==> config.mk <==
export PLATFORM = sky130hd
export DESIGN_NAME = hysteresis_peak_finder
export DESIGN_NICKNAME = d
export VERILOG_FILES = /design/src/sv/hpf_pkg.sv /design/src/sv/hpf_ram.sv /design/src/sv/hpf_mul.sv /design/src/sv/hpf_fit.sv /design/src/sv/hysteresis_peak_finder.sv
export SDC_FILE = /design/constraint.sdc
export NUM_CORES = 2
export LEC_CHECK = 0
export BUFFER_PORTS_ARGS = -buffer_cell sky130_fd_sc_hd__buf_2
export CAP_MARGIN = 40
export CORE_MARGIN = 2
export CORE_UTILIZATION = 50
export CTS_BUF_LIST = sky130_fd_sc_hd__clkbuf_8
export DETAILED_ROUTE_END_ITERATION = 10
export GPL_ROUTABILITY_DRIVEN = 0
export GPL_TIMING_DRIVEN = 0
export PLACE_DENSITY = 0.68
export SYNTH_ARGS = -nofsm -noshare
export SYNTH_HDL_FRONTEND = slang
export SYNTH_SLANG_ARGS = --single-unit
==> constraint.sdc <==
create_clock -name clk -period 9.31 [get_ports clk]
set_input_delay 2.793 -clock clk [delete_from_list [all_inputs] [get_ports clk]]
set_output_delay 2.793 -clock clk [all_outputs]
set_load 0.01 [all_outputs]
==> src/sv/hpf_pkg.sv <==
package hpf_pkg;

    localparam int STATUS_W = 3;
    localparam int POS_W    = 32;
    localparam int COUNT_W  = 16;
    localparam int THR_W    = 16;
    localparam int HYS_W    = 15;

    // result status codes
    localparam logic [STATUS_W-1:0] ST_PEAK        = 3'd0;
    localparam logic [STATUS_W-1:0] ST_FIT_FAIL    = 3'd1;
    localparam logic [STATUS_W-1:0] ST_END_OK      = 3'd2;
    localparam logic [STATUS_W-1:0] ST_START_ABOVE = 3'd3;
    localparam logic [STATUS_W-1:0] ST_END_ABOVE   = 3'd4;
    localparam logic [STATUS_W-1:0] ST_OVERFLOW    = 3'd5;

    // search phase codes
    localparam logic [1:0] PH_WAIT   = 2'd0;
    localparam logic [1:0] PH_SEARCH = 2'd1;
    localparam logic [1:0] PH_PULSE  = 2'd2;
    localparam logic [1:0] PH_HALT   = 2'd3;

    // register indexes
    localparam logic REG_THRESHOLD  = 1'b0;
    localparam logic REG_HYSTERESIS = 1'b1;

    // vertex offset cap, in 1/256 sample
    localparam int OFF_CAP_LOG2 = 41;

    typedef struct packed {
        logic             done;
        logic             fail;
        logic [POS_W-1:0] pos;
    } fit_res_t;

endpackage

==> src/sv/hpf_ram.sv <==
module hpf_ram #(
    parameter int WIDTH = 16,
    parameter int DEPTH = 64
) (
    input  logic                     clk,
    input  logic                     we,
    input  logic [$clog2(DEPTH)-1:0] waddr,
    input  logic [WIDTH-1:0]         wdata,
    input  logic [$clog2(DEPTH)-1:0] raddr,
    output logic [WIDTH-1:0]         rdata
);

    logic [WIDTH-1:0] mem [DEPTH];

    always_ff @(posedge clk)
    begin
        if (we)
        begin
            mem[waddr] <= wdata;
        end
        rdata <= mem[raddr];
    end

endmodule

==> src/sv/hpf_mul.sv <==
module hpf_mul #(
    parameter int A_W = 30,
    parameter int B_W = 16
) (
    input  logic                        clk,
    input  logic signed [A_W-1:0]       a,
    input  logic signed [B_W-1:0]       b,
    output logic signed [A_W+B_W-1:0]   prod
);

    always_ff @(posedge clk)
    begin
        prod <= a * b;
    end

endmodule

==> src/sv/hpf_fit.sv <==
module hpf_fit #(
    parameter int SAMPLE_BITS = 16,
    parameter int MAX_WINDOW  = 64,
    parameter int INDEX_BITS  = 24
) (
    input  logic                             clk,
    input  logic                             rst_n,
    input  logic                             start,
    input  logic [$clog2(MAX_WINDOW+1)-1:0]  len,
    input  logic signed [SAMPLE_BITS-1:0]    prev,
    input  logic [INDEX_BITS-1:0]            start_idx,
    output logic [$clog2(MAX_WINDOW)-1:0]    ram_raddr,
    input  logic signed [SAMPLE_BITS-1:0]    ram_rdata,
    input  logic                             ack,
    output logic                             busy,
    output hpf_pkg::fit_res_t                res
);

    localparam int LEN_W  = $clog2(MAX_WINDOW+1);
    localparam int AW     = $clog2(MAX_WINDOW);
    localparam int HW     = $clog2(MAX_WINDOW/2+1);
    localparam int K_W    = $clog2(MAX_WINDOW+2);
    localparam int T1_W   = SAMPLE_BITS + 2*HW + 2;
    localparam int B_W    = 2*HW + 4;
    localparam int PROD_W = T1_W + B_W;
    localparam int D_W    = SAMPLE_BITS + 3*HW + 4;
    localparam int DV_W   = D_W + 3;
    localparam int NUM_W  = PROD_W + 6;
    localparam int CNT_W  = $clog2(NUM_W+1);
    localparam int QX_W   = (NUM_W > hpf_pkg::OFF_CAP_LOG2+2) ? NUM_W
                                                              : hpf_pkg::OFF_CAP_LOG2+2;
    localparam int OFF_W  = hpf_pkg::OFF_CAP_LOG2 + 1;
    localparam int TW     = INDEX_BITS + 8 + OFF_W + 2;
    localparam logic [QX_W-1:0] CAP = QX_W'(1) << hpf_pkg::OFF_CAP_LOG2;
    localparam logic signed [TW-1:0] TOP = (TW'(1) << (INDEX_BITS+8)) - TW'(1);

    localparam logic [3:0] F_IDLE = 4'd0;
    localparam logic [3:0] F_PSET = 4'd1;
    localparam logic [3:0] F_PGET = 4'd2;
    localparam logic [3:0] F_ADDR = 4'd3;
    localparam logic [3:0] F_M1   = 4'd4;
    localparam logic [3:0] F_A1   = 4'd5;
    localparam logic [3:0] F_A2   = 4'd6;
    localparam logic [3:0] F_CHK  = 4'd7;
    localparam logic [3:0] F_NUM  = 4'd8;
    localparam logic [3:0] F_DIV  = 4'd9;
    localparam logic [3:0] F_POS  = 4'd10;
    localparam logic [3:0] F_FIN  = 4'd11;

    logic [3:0]                    state_reg;
    logic [HW-1:0]                 h_reg;
    logic                          pad_reg;
    logic signed [SAMPLE_BITS-1:0] prev_reg;
    logic [INDEX_BITS-1:0]         sidx_reg;
    logic [K_W-1:0]                k_reg;
    logic signed [B_W-1:0]         i_reg;
    logic signed [B_W-1:0]         c2_reg;
    logic signed [B_W-1:0]         coef_reg;
    logic signed [T1_W-1:0]        t1_reg;
    logic signed [D_W-1:0]         d_reg;
    logic                          neg_reg;
    logic [DV_W-1:0]               dv_reg;
    logic [NUM_W-1:0]              num_reg;
    logic [DV_W-1:0]               rem_reg;
    logic [NUM_W-1:0]              q_reg;
    logic [CNT_W-1:0]              cnt_reg;
    logic                          fail_reg;
    logic [hpf_pkg::POS_W-1:0]     pos_reg;

    logic signed [T1_W-1:0]        mul_a;
    logic signed [B_W-1:0]         mul_b;
    logic signed [PROD_W-1:0]      prod;
    logic signed [SAMPLE_BITS-1:0] y_sel;
    logic [HW-1:0]                 h_in;
    logic signed [B_W-1:0]         p_s;
    logic signed [B_W-1:0]         h_b;
    logic signed [T1_W-1:0]        t1_mag;
    logic signed [D_W-1:0]         d_mag;
    logic [DV_W:0]                 trial;
    logic [QX_W-1:0]               q_x;
    logic [OFF_W-1:0]              off_mag;
    logic [INDEX_BITS-1:0]         center;
    logic signed [TW-1:0]          base;
    logic signed [TW-1:0]          total;
    logic signed [TW-1:0]          clamped;

    hpf_mul #(
        .A_W (T1_W),
        .B_W (B_W)
    ) u_mul (
        .clk  (clk),
        .a    (mul_a),
        .b    (mul_b),
        .prod (prod)
    );

    assign h_in      = HW'(len >> 1);
    assign ram_raddr = AW'(k_reg - K_W'(pad_reg));
    assign y_sel     = (pad_reg && (k_reg == '0)) ? prev_reg : ram_rdata;
    assign p_s       = $signed(prod[B_W-1:0]);
    assign h_b       = $signed(B_W'(h_reg));
    assign t1_mag    = (t1_reg < 0) ? -t1_reg : t1_reg;
    assign d_mag     = (d_reg < 0) ? -d_reg : d_reg;
    assign trial     = {rem_reg, num_reg[NUM_W-1]};
    assign q_x       = QX_W'(q_reg);
    assign off_mag   = (q_x >= CAP) ? OFF_W'(CAP) : OFF_W'(q_x);
    assign center    = sidx_reg - INDEX_BITS'(pad_reg) + INDEX_BITS'(h_reg);
    assign base      = $signed(TW'({center, 8'b0}));
    assign total     = neg_reg ? base - $signed(TW'(off_mag)) : base + $signed(TW'(off_mag));
    assign clamped   = (total < 0) ? '0 : ((total > TOP) ? TOP : total);

    // one multiplier serves p, both sums and the numerator
    always_comb
    begin
        mul_a = '0;
        mul_b = '0;
        case (state_reg)
            F_PSET:
            begin
                mul_a = $signed(T1_W'(h_reg));
                mul_b = h_b + B_W'(1);
            end
            F_M1:
            begin
                mul_a = T1_W'(y_sel);
                mul_b = i_reg;
            end
            F_A1:
            begin
                mul_a = T1_W'(y_sel);
                mul_b = c2_reg;
            end
            F_CHK:
            begin
                mul_a = t1_mag;
                mul_b = coef_reg;
            end
            default:
            begin
                mul_a = '0;
                mul_b = '0;
            end
        endcase
    end

    always_ff @(posedge clk or negedge rst_n)
    begin
        if (!rst_n)
        begin
            state_reg <= F_IDLE;
        end
        else
        begin
            case (state_reg)
                F_IDLE:
                begin
                    if (start)
                    begin
                        state_reg <= F_PSET;
                    end
                end
                F_PSET: state_reg <= F_PGET;
                F_PGET: state_reg <= F_ADDR;
                F_ADDR: state_reg <= F_M1;
                F_M1:   state_reg <= F_A1;
                F_A1:   state_reg <= F_A2;
                F_A2:   state_reg <= (k_reg == K_W'({h_reg, 1'b0})) ? F_CHK : F_ADDR;
                F_CHK:  state_reg <= (d_reg == '0) ? F_FIN : F_NUM;
                F_NUM:  state_reg <= F_DIV;
                F_DIV:  state_reg <= (cnt_reg == '0) ? F_POS : F_DIV;
                F_POS:  state_reg <= F_FIN;
                F_FIN:
                begin
                    if (ack)
                    begin
                        state_reg <= F_IDLE;
                    end
                end
                default: state_reg <= F_IDLE;
            endcase
        end
    end

    always_ff @(posedge clk)
    begin
        case (state_reg)
            F_IDLE:
            begin
                h_reg    <= h_in;
                pad_reg  <= ~len[0];
                prev_reg <= prev;
                sidx_reg <= start_idx;
                fail_reg <= 1'b0;
                pos_reg  <= '0;
            end
            F_PGET:
            begin
                // offsets run from -h; 3i^2-p at i=-h is 2p-3h
                i_reg    <= -h_b;
                c2_reg   <= (p_s <<< 1) - h_b - (h_b <<< 1);
                coef_reg <= (p_s <<< 2) - B_W'(3);
                k_reg    <= '0;
                t1_reg   <= '0;
                d_reg    <= '0;
            end
            F_A1:
            begin
                t1_reg <= t1_reg + $signed(prod[T1_W-1:0]);
            end
            F_A2:
            begin
                d_reg  <= d_reg + $signed(prod[D_W-1:0]);
                k_reg  <= k_reg + K_W'(1);
                i_reg  <= i_reg + B_W'(1);
                c2_reg <= c2_reg + (i_reg <<< 2) + (i_reg <<< 1) + B_W'(3);
            end
            F_CHK:
            begin
                fail_reg <= (d_reg == '0);
                neg_reg  <= (t1_reg < 0) == (d_reg < 0);
                dv_reg   <= DV_W'(d_mag) + (DV_W'(d_mag) << 2);
            end
            F_NUM:
            begin
                num_reg <= {prod[PROD_W-2:0], 7'b0};
                rem_reg <= '0;
                q_reg   <= '0;
                cnt_reg <= CNT_W'(NUM_W-1);
            end
            F_DIV:
            begin
                // restoring division, one quotient bit per cycle
                num_reg <= num_reg << 1;
                cnt_reg <= cnt_reg - CNT_W'(1);
                if (trial >= {1'b0, dv_reg})
                begin
                    rem_reg <= DV_W'(trial - {1'b0, dv_reg});
                    q_reg   <= {q_reg[NUM_W-2:0], 1'b1};
                end
                else
                begin
                    rem_reg <= trial[DV_W-1:0];
                    q_reg   <= {q_reg[NUM_W-2:0], 1'b0};
                end
            end
            F_POS:
            begin
                pos_reg <= clamped[hpf_pkg::POS_W-1:0];
            end
            default:
            begin
            end
        endcase
    end

    assign busy     = (state_reg != F_IDLE);
    assign res.done = (state_reg == F_FIN);
    assign res.fail = fail_reg;
    assign res.pos  = pos_reg;

endmodule

==> src/sv/hysteresis_peak_finder.sv <==
// Hysteresis peak finder. Samples arrive on the s_axis stream (tlast marks
// the last sample of a series); results leave on m_axis with the status in
// tuser. A sample that does not close a pulse is taken without a fit. A
// closing sample starts a least-squares parabola fit over the window of
// n = 2h+1 samples, run on one shared multiplier and a bit-serial divider
// that gives one quotient bit per cycle, 52 numerator bits with the default
// widths; the division is skipped when the fit denominator is zero. During
// the fit, and while a finished result waits for m_axis_tready,
// s_axis_tready is low. Thresholds are written over the APB port:
// threshold at 0x0, hysteresis at 0x4.
module hysteresis_peak_finder #(
    parameter int MAX_WINDOW  = 64,
    parameter int INDEX_BITS  = 24,
    parameter int SAMPLE_BITS = 16
) (
    input  logic                                 clk,
    input  logic                                 rst_n,
    // sample
    input  logic [((SAMPLE_BITS+7)/8)*8-1:0]     s_axis_tdata,
    input  logic                                 s_axis_tlast,
    input  logic                                 s_axis_tvalid,
    output logic                                 s_axis_tready,
    // peak_position [31:0], peak_number [47:32]
    output logic [47:0]                          m_axis_tdata,
    // status [2:0]
    output logic [2:0]                           m_axis_tuser,
    output logic                                 m_axis_tvalid,
    input  logic                                 m_axis_tready,
    input  logic                                 psel,
    input  logic                                 penable,
    input  logic                                 pwrite,
    input  logic [2:0]                           paddr,
    input  logic [31:0]                          pwdata,
    output logic [31:0]                          prdata,
    output logic                                 pready
);

    localparam int LEN_W = $clog2(MAX_WINDOW+1);
    localparam int AW    = $clog2(MAX_WINDOW);
    localparam int CMP_W = ((SAMPLE_BITS > hpf_pkg::THR_W) ? SAMPLE_BITS
                                                           : hpf_pkg::THR_W) + 2;

    logic signed [hpf_pkg::THR_W-1:0]  thr_reg;
    logic [hpf_pkg::HYS_W-1:0]         hys_reg;
    logic [1:0]                        phase_reg;
    logic [LEN_W-1:0]                  len_reg;
    logic [INDEX_BITS-1:0]             sidx_reg;
    logic [INDEX_BITS-1:0]             idx_reg;
    logic signed [SAMPLE_BITS-1:0]     prev_reg;
    logic [hpf_pkg::COUNT_W-1:0]       peaks_reg;
    logic signed [SAMPLE_BITS-1:0]     yclose_reg;
    logic                              close_above_reg;
    logic                              out_valid_reg;
    logic [hpf_pkg::STATUS_W-1:0]      out_status_reg;
    logic [hpf_pkg::POS_W-1:0]         out_pos_reg;
    logic [hpf_pkg::COUNT_W-1:0]       out_num_reg;

    logic signed [SAMPLE_BITS-1:0]     sample;
    logic signed [CMP_W-1:0]           y_c;
    logic signed [CMP_W-1:0]           thr_c;
    logic signed [CMP_W-1:0]           eps_c;
    logic                              above;
    logic                              opens;
    logic                              closes;
    logic                              accept;
    logic                              out_free;
    logic                              out_load;
    logic                              cfg_wr;
    logic                              ram_we;
    logic [AW-1:0]                     ram_waddr;
    logic [AW-1:0]                     ram_raddr;
    logic signed [SAMPLE_BITS-1:0]     ram_rdata;
    logic                              fit_start;
    logic                              fit_busy;
    hpf_pkg::fit_res_t                 fit_res;

    assign sample = $signed(s_axis_tdata[SAMPLE_BITS-1:0]);
    assign y_c    = CMP_W'(sample);
    assign thr_c  = CMP_W'(thr_reg);
    assign eps_c  = $signed(CMP_W'(hys_reg));
    assign above  = (y_c >= thr_c);
    assign opens  = (y_c >= thr_c + eps_c);
    assign closes = (y_c <= thr_c - eps_c);

    assign out_free      = !out_valid_reg || m_axis_tready;
    assign s_axis_tready = !fit_busy && out_free;
    assign accept        = s_axis_tvalid && s_axis_tready;

    // a result is loaded by a finished fit, the last sample, a start above
    // threshold or a window overflow
    assign out_load = (fit_res.done && out_free)
                      || (accept && (s_axis_tlast
                          || ((phase_reg == hpf_pkg::PH_WAIT) && above)
                          || ((phase_reg == hpf_pkg::PH_PULSE)
                              && (len_reg >= LEN_W'(MAX_WINDOW)))));

    assign ram_we    = accept && !s_axis_tlast
                       && (((phase_reg == hpf_pkg::PH_SEARCH) && opens)
                           || ((phase_reg == hpf_pkg::PH_PULSE)
                               && (len_reg < LEN_W'(MAX_WINDOW))));
    assign ram_waddr = (phase_reg == hpf_pkg::PH_PULSE) ? len_reg[AW-1:0] : '0;
    assign fit_start = accept && !s_axis_tlast && (phase_reg == hpf_pkg::PH_PULSE)
                       && (len_reg < LEN_W'(MAX_WINDOW)) && closes;

    hpf_ram #(
        .WIDTH (SAMPLE_BITS),
        .DEPTH (MAX_WINDOW)
    ) u_ram (
        .clk   (clk),
        .we    (ram_we),
        .waddr (ram_waddr),
        .wdata (sample),
        .raddr (ram_raddr),
        .rdata (ram_rdata)
    );

    hpf_fit #(
        .SAMPLE_BITS (SAMPLE_BITS),
        .MAX_WINDOW  (MAX_WINDOW),
        .INDEX_BITS  (INDEX_BITS)
    ) u_fit (
        .clk       (clk),
        .rst_n     (rst_n),
        .start     (fit_start),
        .len       (len_reg + LEN_W'(1)),
        .prev      (prev_reg),
        .start_idx (sidx_reg),
        .ram_raddr (ram_raddr),
        .ram_rdata (ram_rdata),
        .ack       (out_free),
        .busy      (fit_busy),
        .res       (fit_res)
    );

    // configuration
    assign pready = 1'b1;
    assign cfg_wr = psel && penable && pwrite && pready;

    always_comb
    begin
        case (paddr[2])
            hpf_pkg::REG_THRESHOLD:  prdata = 32'({thr_reg});
            hpf_pkg::REG_HYSTERESIS: prdata = 32'(hys_reg);
            default:                 prdata = '0;
        endcase
    end

    always_ff @(posedge clk or negedge rst_n)
    begin
        if (!rst_n)
        begin
            thr_reg <= 16'sd19661;
            hys_reg <= 15'd328;
        end
        else if (cfg_wr)
        begin
            case (paddr[2])
                hpf_pkg::REG_THRESHOLD:  thr_reg <= $signed(pwdata[hpf_pkg::THR_W-1:0]);
                hpf_pkg::REG_HYSTERESIS: hys_reg <= pwdata[hpf_pkg::HYS_W-1:0];
                default:
                begin
                end
            endcase
        end
    end

    // search control
    always_ff @(posedge clk or negedge rst_n)
    begin
        if (!rst_n)
        begin
            phase_reg     <= hpf_pkg::PH_WAIT;
            len_reg       <= '0;
            sidx_reg      <= '0;
            idx_reg       <= '0;
            prev_reg      <= '0;
            peaks_reg     <= '0;
            out_valid_reg <= 1'b0;
        end
        else
        begin
            if (out_load)
            begin
                out_valid_reg <= 1'b1;
            end
            else if (m_axis_tready)
            begin
                out_valid_reg <= 1'b0;
            end

            if (fit_res.done && out_free)
            begin
                prev_reg <= yclose_reg;
                if (fit_res.fail)
                begin
                    phase_reg <= hpf_pkg::PH_HALT;
                end
                else
                begin
                    peaks_reg <= peaks_reg + hpf_pkg::COUNT_W'(1);
                    phase_reg <= close_above_reg ? hpf_pkg::PH_HALT : hpf_pkg::PH_SEARCH;
                end
            end

            if (accept)
            begin
                idx_reg <= s_axis_tlast ? '0 : idx_reg + INDEX_BITS'(1);
                if (s_axis_tlast)
                begin
                    phase_reg     <= hpf_pkg::PH_WAIT;
                    len_reg       <= '0;
                    sidx_reg      <= '0;
                    prev_reg      <= '0;
                    peaks_reg     <= '0;
                end
                else
                begin
                    case (phase_reg)
                        hpf_pkg::PH_WAIT:
                        begin
                            prev_reg <= sample;
                            if (above)
                            begin
                                phase_reg     <= hpf_pkg::PH_HALT;
                            end
                            else
                            begin
                                phase_reg <= hpf_pkg::PH_SEARCH;
                            end
                        end
                        hpf_pkg::PH_SEARCH:
                        begin
                            if (opens)
                            begin
                                len_reg   <= LEN_W'(1);
                                sidx_reg  <= idx_reg;
                                phase_reg <= hpf_pkg::PH_PULSE;
                            end
                            else
                            begin
                                prev_reg <= sample;
                            end
                        end
                        hpf_pkg::PH_PULSE:
                        begin
                            if (len_reg >= LEN_W'(MAX_WINDOW))
                            begin
                                phase_reg     <= hpf_pkg::PH_HALT;
                                prev_reg      <= sample;
                            end
                            else if (!closes)
                            begin
                                len_reg <= len_reg + LEN_W'(1);
                            end
                        end
                        default:
                        begin
                            prev_reg <= sample;
                        end
                    endcase
                end
            end
        end
    end

    // result payload
    always_ff @(posedge clk)
    begin
        if (fit_start)
        begin
            yclose_reg      <= sample;
            close_above_reg <= above;
        end
        if (fit_res.done && out_free)
        begin
            out_status_reg <= fit_res.fail ? hpf_pkg::ST_FIT_FAIL : hpf_pkg::ST_PEAK;
            out_pos_reg    <= fit_res.fail ? '0 : fit_res.pos;
            out_num_reg    <= peaks_reg;
        end
        if (accept)
        begin
            out_pos_reg <= '0;
            if (s_axis_tlast)
            begin
                out_status_reg <= above ? hpf_pkg::ST_END_ABOVE : hpf_pkg::ST_END_OK;
                out_num_reg    <= peaks_reg;
            end
            else if (phase_reg == hpf_pkg::PH_WAIT)
            begin
                out_status_reg <= hpf_pkg::ST_START_ABOVE;
                out_num_reg    <= '0;
            end
            else
            begin
                out_status_reg <= hpf_pkg::ST_OVERFLOW;
                out_num_reg    <= peaks_reg;
            end
        end
    end

    assign m_axis_tvalid = out_valid_reg;
    assign m_axis_tuser  = out_status_reg;
    assign m_axis_tdata  = {out_num_reg, out_pos_reg};

`ifndef SYNTH
    a_no_accept_during_fit: assert property (@(posedge clk) disable iff (!rst_n)
        fit_busy |-> !s_axis_tready)
        else $error("sample accepted while fit runs");

    a_fit_from_pulse: assert property (@(posedge clk) disable iff (!rst_n)
        fit_start |-> (phase_reg == hpf_pkg::PH_PULSE) && (len_reg != '0))
        else $error("fit started outside a pulse");

    a_pulse_len: assert property (@(posedge clk) disable iff (!rst_n)
        (phase_reg == hpf_pkg::PH_PULSE) |-> (len_reg != '0)
            && (len_reg <= LEN_W'(MAX_WINDOW)))
        else $error("pulse length out of range");

    a_fit_result_loaded: assert property (@(posedge clk) disable iff (!rst_n)
        (fit_res.done && out_free) |=> m_axis_tvalid)
        else $error("fit result not presented");
`endif

endmodule

==> results.json <==
{
  "ff2ff_setup_slack_ns": -0.09,
  "p_total_mw": 37.5,
  "synthFlopType": "edfxtp_1",
  "fin_util_pct": 56.8,
  "route.detailed.drc": 0,
  "largest_register_ffs": 1024,
  "die_h_um": 446,
  "maxCapViolCount": 0,
  "synth.avg_cell_area_um2": 12.4,
  "min_period_over_period_pct": 101,
  "power_leakage_nw": 43.5,
  "hold_viol_final": 0,
  "synth-edff-count": 1447,
  "grt_pass1_vias": 66800,
  "ff2ff_path_depth": 38,
  "synth_top_area_cell": "edfxtp_1",
  "cp-start-kind": "flop",
  "crit_slowest_cell": "fa_1",
  "ys_seq_area_share_pct": 49.6,
  "drtIter0Drc": 6850,
  "violations": "setup timing",
  "area_delta_synth_final_pct": 13.1,
  "fp.coreArea_um2": 195000,
  "hold_depth": 2,
  "synthAdderAreaFrac_pct": 15.7,
  "hold_path_class": "flop to flop",
  "ant_nets": 0,
  "root_buffer": "clkbuf_8",
  "path_clk_slew_ns": 0.06,
  "maxSlewHeadroom_pct": 26.9,
  "multiInputGateArea_um2": 45800,
  "wl_um": 266000,
  "ctsLongestPathBuffers": 4,
  "tightest_slew_ns": 1.09,
  "r2r-end": "u_fit.u_mul.prod[43]",
  "synth_top_family_by_area": "adder cells",
  "n_fill_cell": 15600,
  "synth-async-reset-ratio_pct": 7.51,
  "start_util_pct": 50.2,
  "min_to": "u_fit.num_reg[46]",
  "synthXorXnorAreaFrac_pct": 3.67,
  "crit_path_max_incr_delay_ns": 0.59,
  "setup_ws_ns": -0.0895,
  "synth_mux_area_share_pct": 9.01,
  "cts_tree": "done",
  "grt_pass1_wl_um": 402000,
  "vias": 66100,
  "wl_per_cell_um": 23.5,
  "yosys-top-cells-area": "edfxtp_1 44%, fa_1 9.8%, mux4_2 7.7%",
  "drive_gt1_share_pct": 16.5,
  "synthSimpleGateAreaFrac_pct": 9.57,
  "period_minus_slack_ns": 9.40,
  "drv_slew": 0,
  "end_kind": "flop",
  "cts_num_sinks": 1665,
  "critical_path_class": "flop to flop",
  "place_area_um2": 104000,
  "synth_seq_cells": 1665,
  "io_buffers": 108,
  "die_w_um": 446,
  "syn_area_um2": 97800,
  "skew_ns": 0.113,
  "setup_viol": 2,
  "min_from": "u_fit.num_reg[45]",
  "regArea_um2": 48500,
  "synth_cells": 7913,
  "yosysWarnings": 0,
  "rr_startpoint": "u_fit.t1_reg[2]",
  "synth_top_cell_area_share_pct": 44.4,
  "cts_buffers": 295,
  "p_per_area_nw_per_um2": 339,
  "insertion_delay_ns": 1.04,
  "gr-usage-all-layers_pct": 26.7,
  "dieArea_um2": 199000,
  "boundaryPins": 145,
  "cp.required_ns": 10.26,
  "antenna_found_initial": 8,
  "first_pass_iters": 7,
  "design_area_um2": 111000,
  "cts_max_level": 5,
  "nNetsFinal": 9540,
  "grt_max_degree": 82,
  "outcome": "complete, but fails checks",
  "yosysUniqueCellTypes": 102,
  "crit_family": "adder cells",
  "avgViaCountPerCell": 5.85,
  "timing.critical_path.buf_inv": 9,
  "irDropWorstVdd_mv": 0.182,
  "worstPathArrival_ns": 10.35,
  "fmax_mhz": 106,
  "hpwlAfterDp_um": 198000,
  "cp_max_fo": 7,
  "rsz0062_at_grt": "yes",
  "overflow": 0,
  "crit_path_frequent_cell": "fa_1",
  "synth-compound-area-share_pct": 7.71,
  "rows": 162
}
## worst min-delay path, stage by stage (launching register included)
cell	delay (ns)
edfxtp_1	0.32
nand2_1	0.05
nand2_1	0.05
## layout by cell type (no fill, tap or decap), drive strengths merged, types with 20 or more instances in the layout
master and instances:
buf 392, nand3 125, nor2b 52, or2 31
dfxtp 93, nand2b 60, dfrtp 114, o21ai 308
mux4 336, and3 91, ha 463, o21bai 44
mux2 31, nor3 95, a22o 35, clkbuf 545
nand4 39, or4 28, clkinv 102, or3 42
o31ai 40, o21a 50, xnor2 258, nand2 656
mux2i 89, and2 45, a211oi 52, nor2 756
a21o 103, a21oi 295, fa 478, inv 976
a221oi 20, nor4 30, xor2 152, edfxtp 1447
## worst max path at each step
stage | endpoint | cells after the start | from
after global routing | u_fit.u_mul.prod[43] | 36 | u_fit.t1_reg[2]
after CTS | u_fit.u_mul.prod[43] | 33 | u_fit.t1_reg[1]
after detailed placement | u_fit.u_mul.prod[43] | 36 | u_fit.t1_reg[0]
after global placement | u_fit.state_reg[0] | 14 | s_axis_tdata[1]
final | u_fit.u_mul.prod[43] | 38 | u_fit.t1_reg[2]
after floorplan | u_fit.u_mul.prod[43] | 34 | u_fit.t1_reg[2]
## power by group
group / total, mW / leakage [nW] / switching [mW] / internal (mW)
Clock: 6.30 / 3.04 / 3.00 / 3.30
Combinational: 21.0 / 25.0 / 12.6 / 8.45
Sequential: 10.2 / 15.5 / 0.762 / 9.41
Total: 37.5 / 43.5 / 16.3 / 21.2
## synth_stat cells, drive strengths merged (20+ instances only)
cell / number
edfxtp: 1447
inv: 891
nor2: 756
nand2: 656
fa: 478
ha: 463
mux4: 336
o21ai: 308
a21oi: 295
xnor2: 258
clkbuf: 250
xor2: 152
nand3: 125
dfrtp: 114
a21o: 103
nor3: 95
dfxtp: 93
and3: 91
mux2i: 89
buf: 68
nand2b: 60
a211oi: 52
nor2b: 52
o21a: 50
and2: 45
o21bai: 44
or3: 42
o31ai: 40
nand4: 39
a22o: 35
mux2: 31
or2: 31
nor4: 30
or4: 28
a221oi: 20
## logic make-up (layout without fill, tap and decap cells)
| group | count (synthesis) | after routing |
|---|---|---|
| AOI/OAI and AO/OA | 1146 | 1146 |
| xor gates and xnor gates | 410 | 410 |
| adders and majority gates | 941 | 941 |
| buffers and inverters | 1211 | 2033 |
| DFF | 1665 | 1665 |
| muxes | 456 | 456 |
| other | 2 | 23 |
| and+or+nand+nor | 2082 | 2082 |
## per-stage QoR
step / setup TNS (ns) / setup WS (ns) / hold slack, ns / std cells
global route: -1.12 / -0.372 / 0.435 / 11300
floorplan: 0 / 0.00892 / 0.417 / 7928
CTS: -0.374 / -0.179 / 0.393 / 11300
global placement: -1407.82 / -2.91 / 0.430 / 10600
finish: -0.113 / -0.0895 / 0.409 / 11300
detailed placement: -22.27 / -2.15 / 0.432 / 10700
## layer usage
layer	wire length (um)	vias to the layer above	GRT usage, %
met5	35	-	0
met4	15100	6	13.7
met3	23000	733	5.46
met2	125000	3125	42.9
met1	103000	32900	34.5
li1	-	29400	-
## timing repair
item                       in CTS  in global routing
pin swaps                      42                 76
hold buffers                    0                  0
setup buffers                  30                 23
resized for setup             135                114
setup endpoints to repair      21                 47
gates cloned                    0                  0
## cell type report
cell class	instances	area share, %
diodes	6	0.0136
repair buffers	324	2.81
clock buffers	304	3.79
flip-flops and latches	1665	43.8
plain buffers	309	1.20
clock inverters	203	1.01
inverters	893	3.04
well taps	2542	2.88
multi-input cells	5052	41.4
Note: power is estimated with default switching activity, not from simulation.
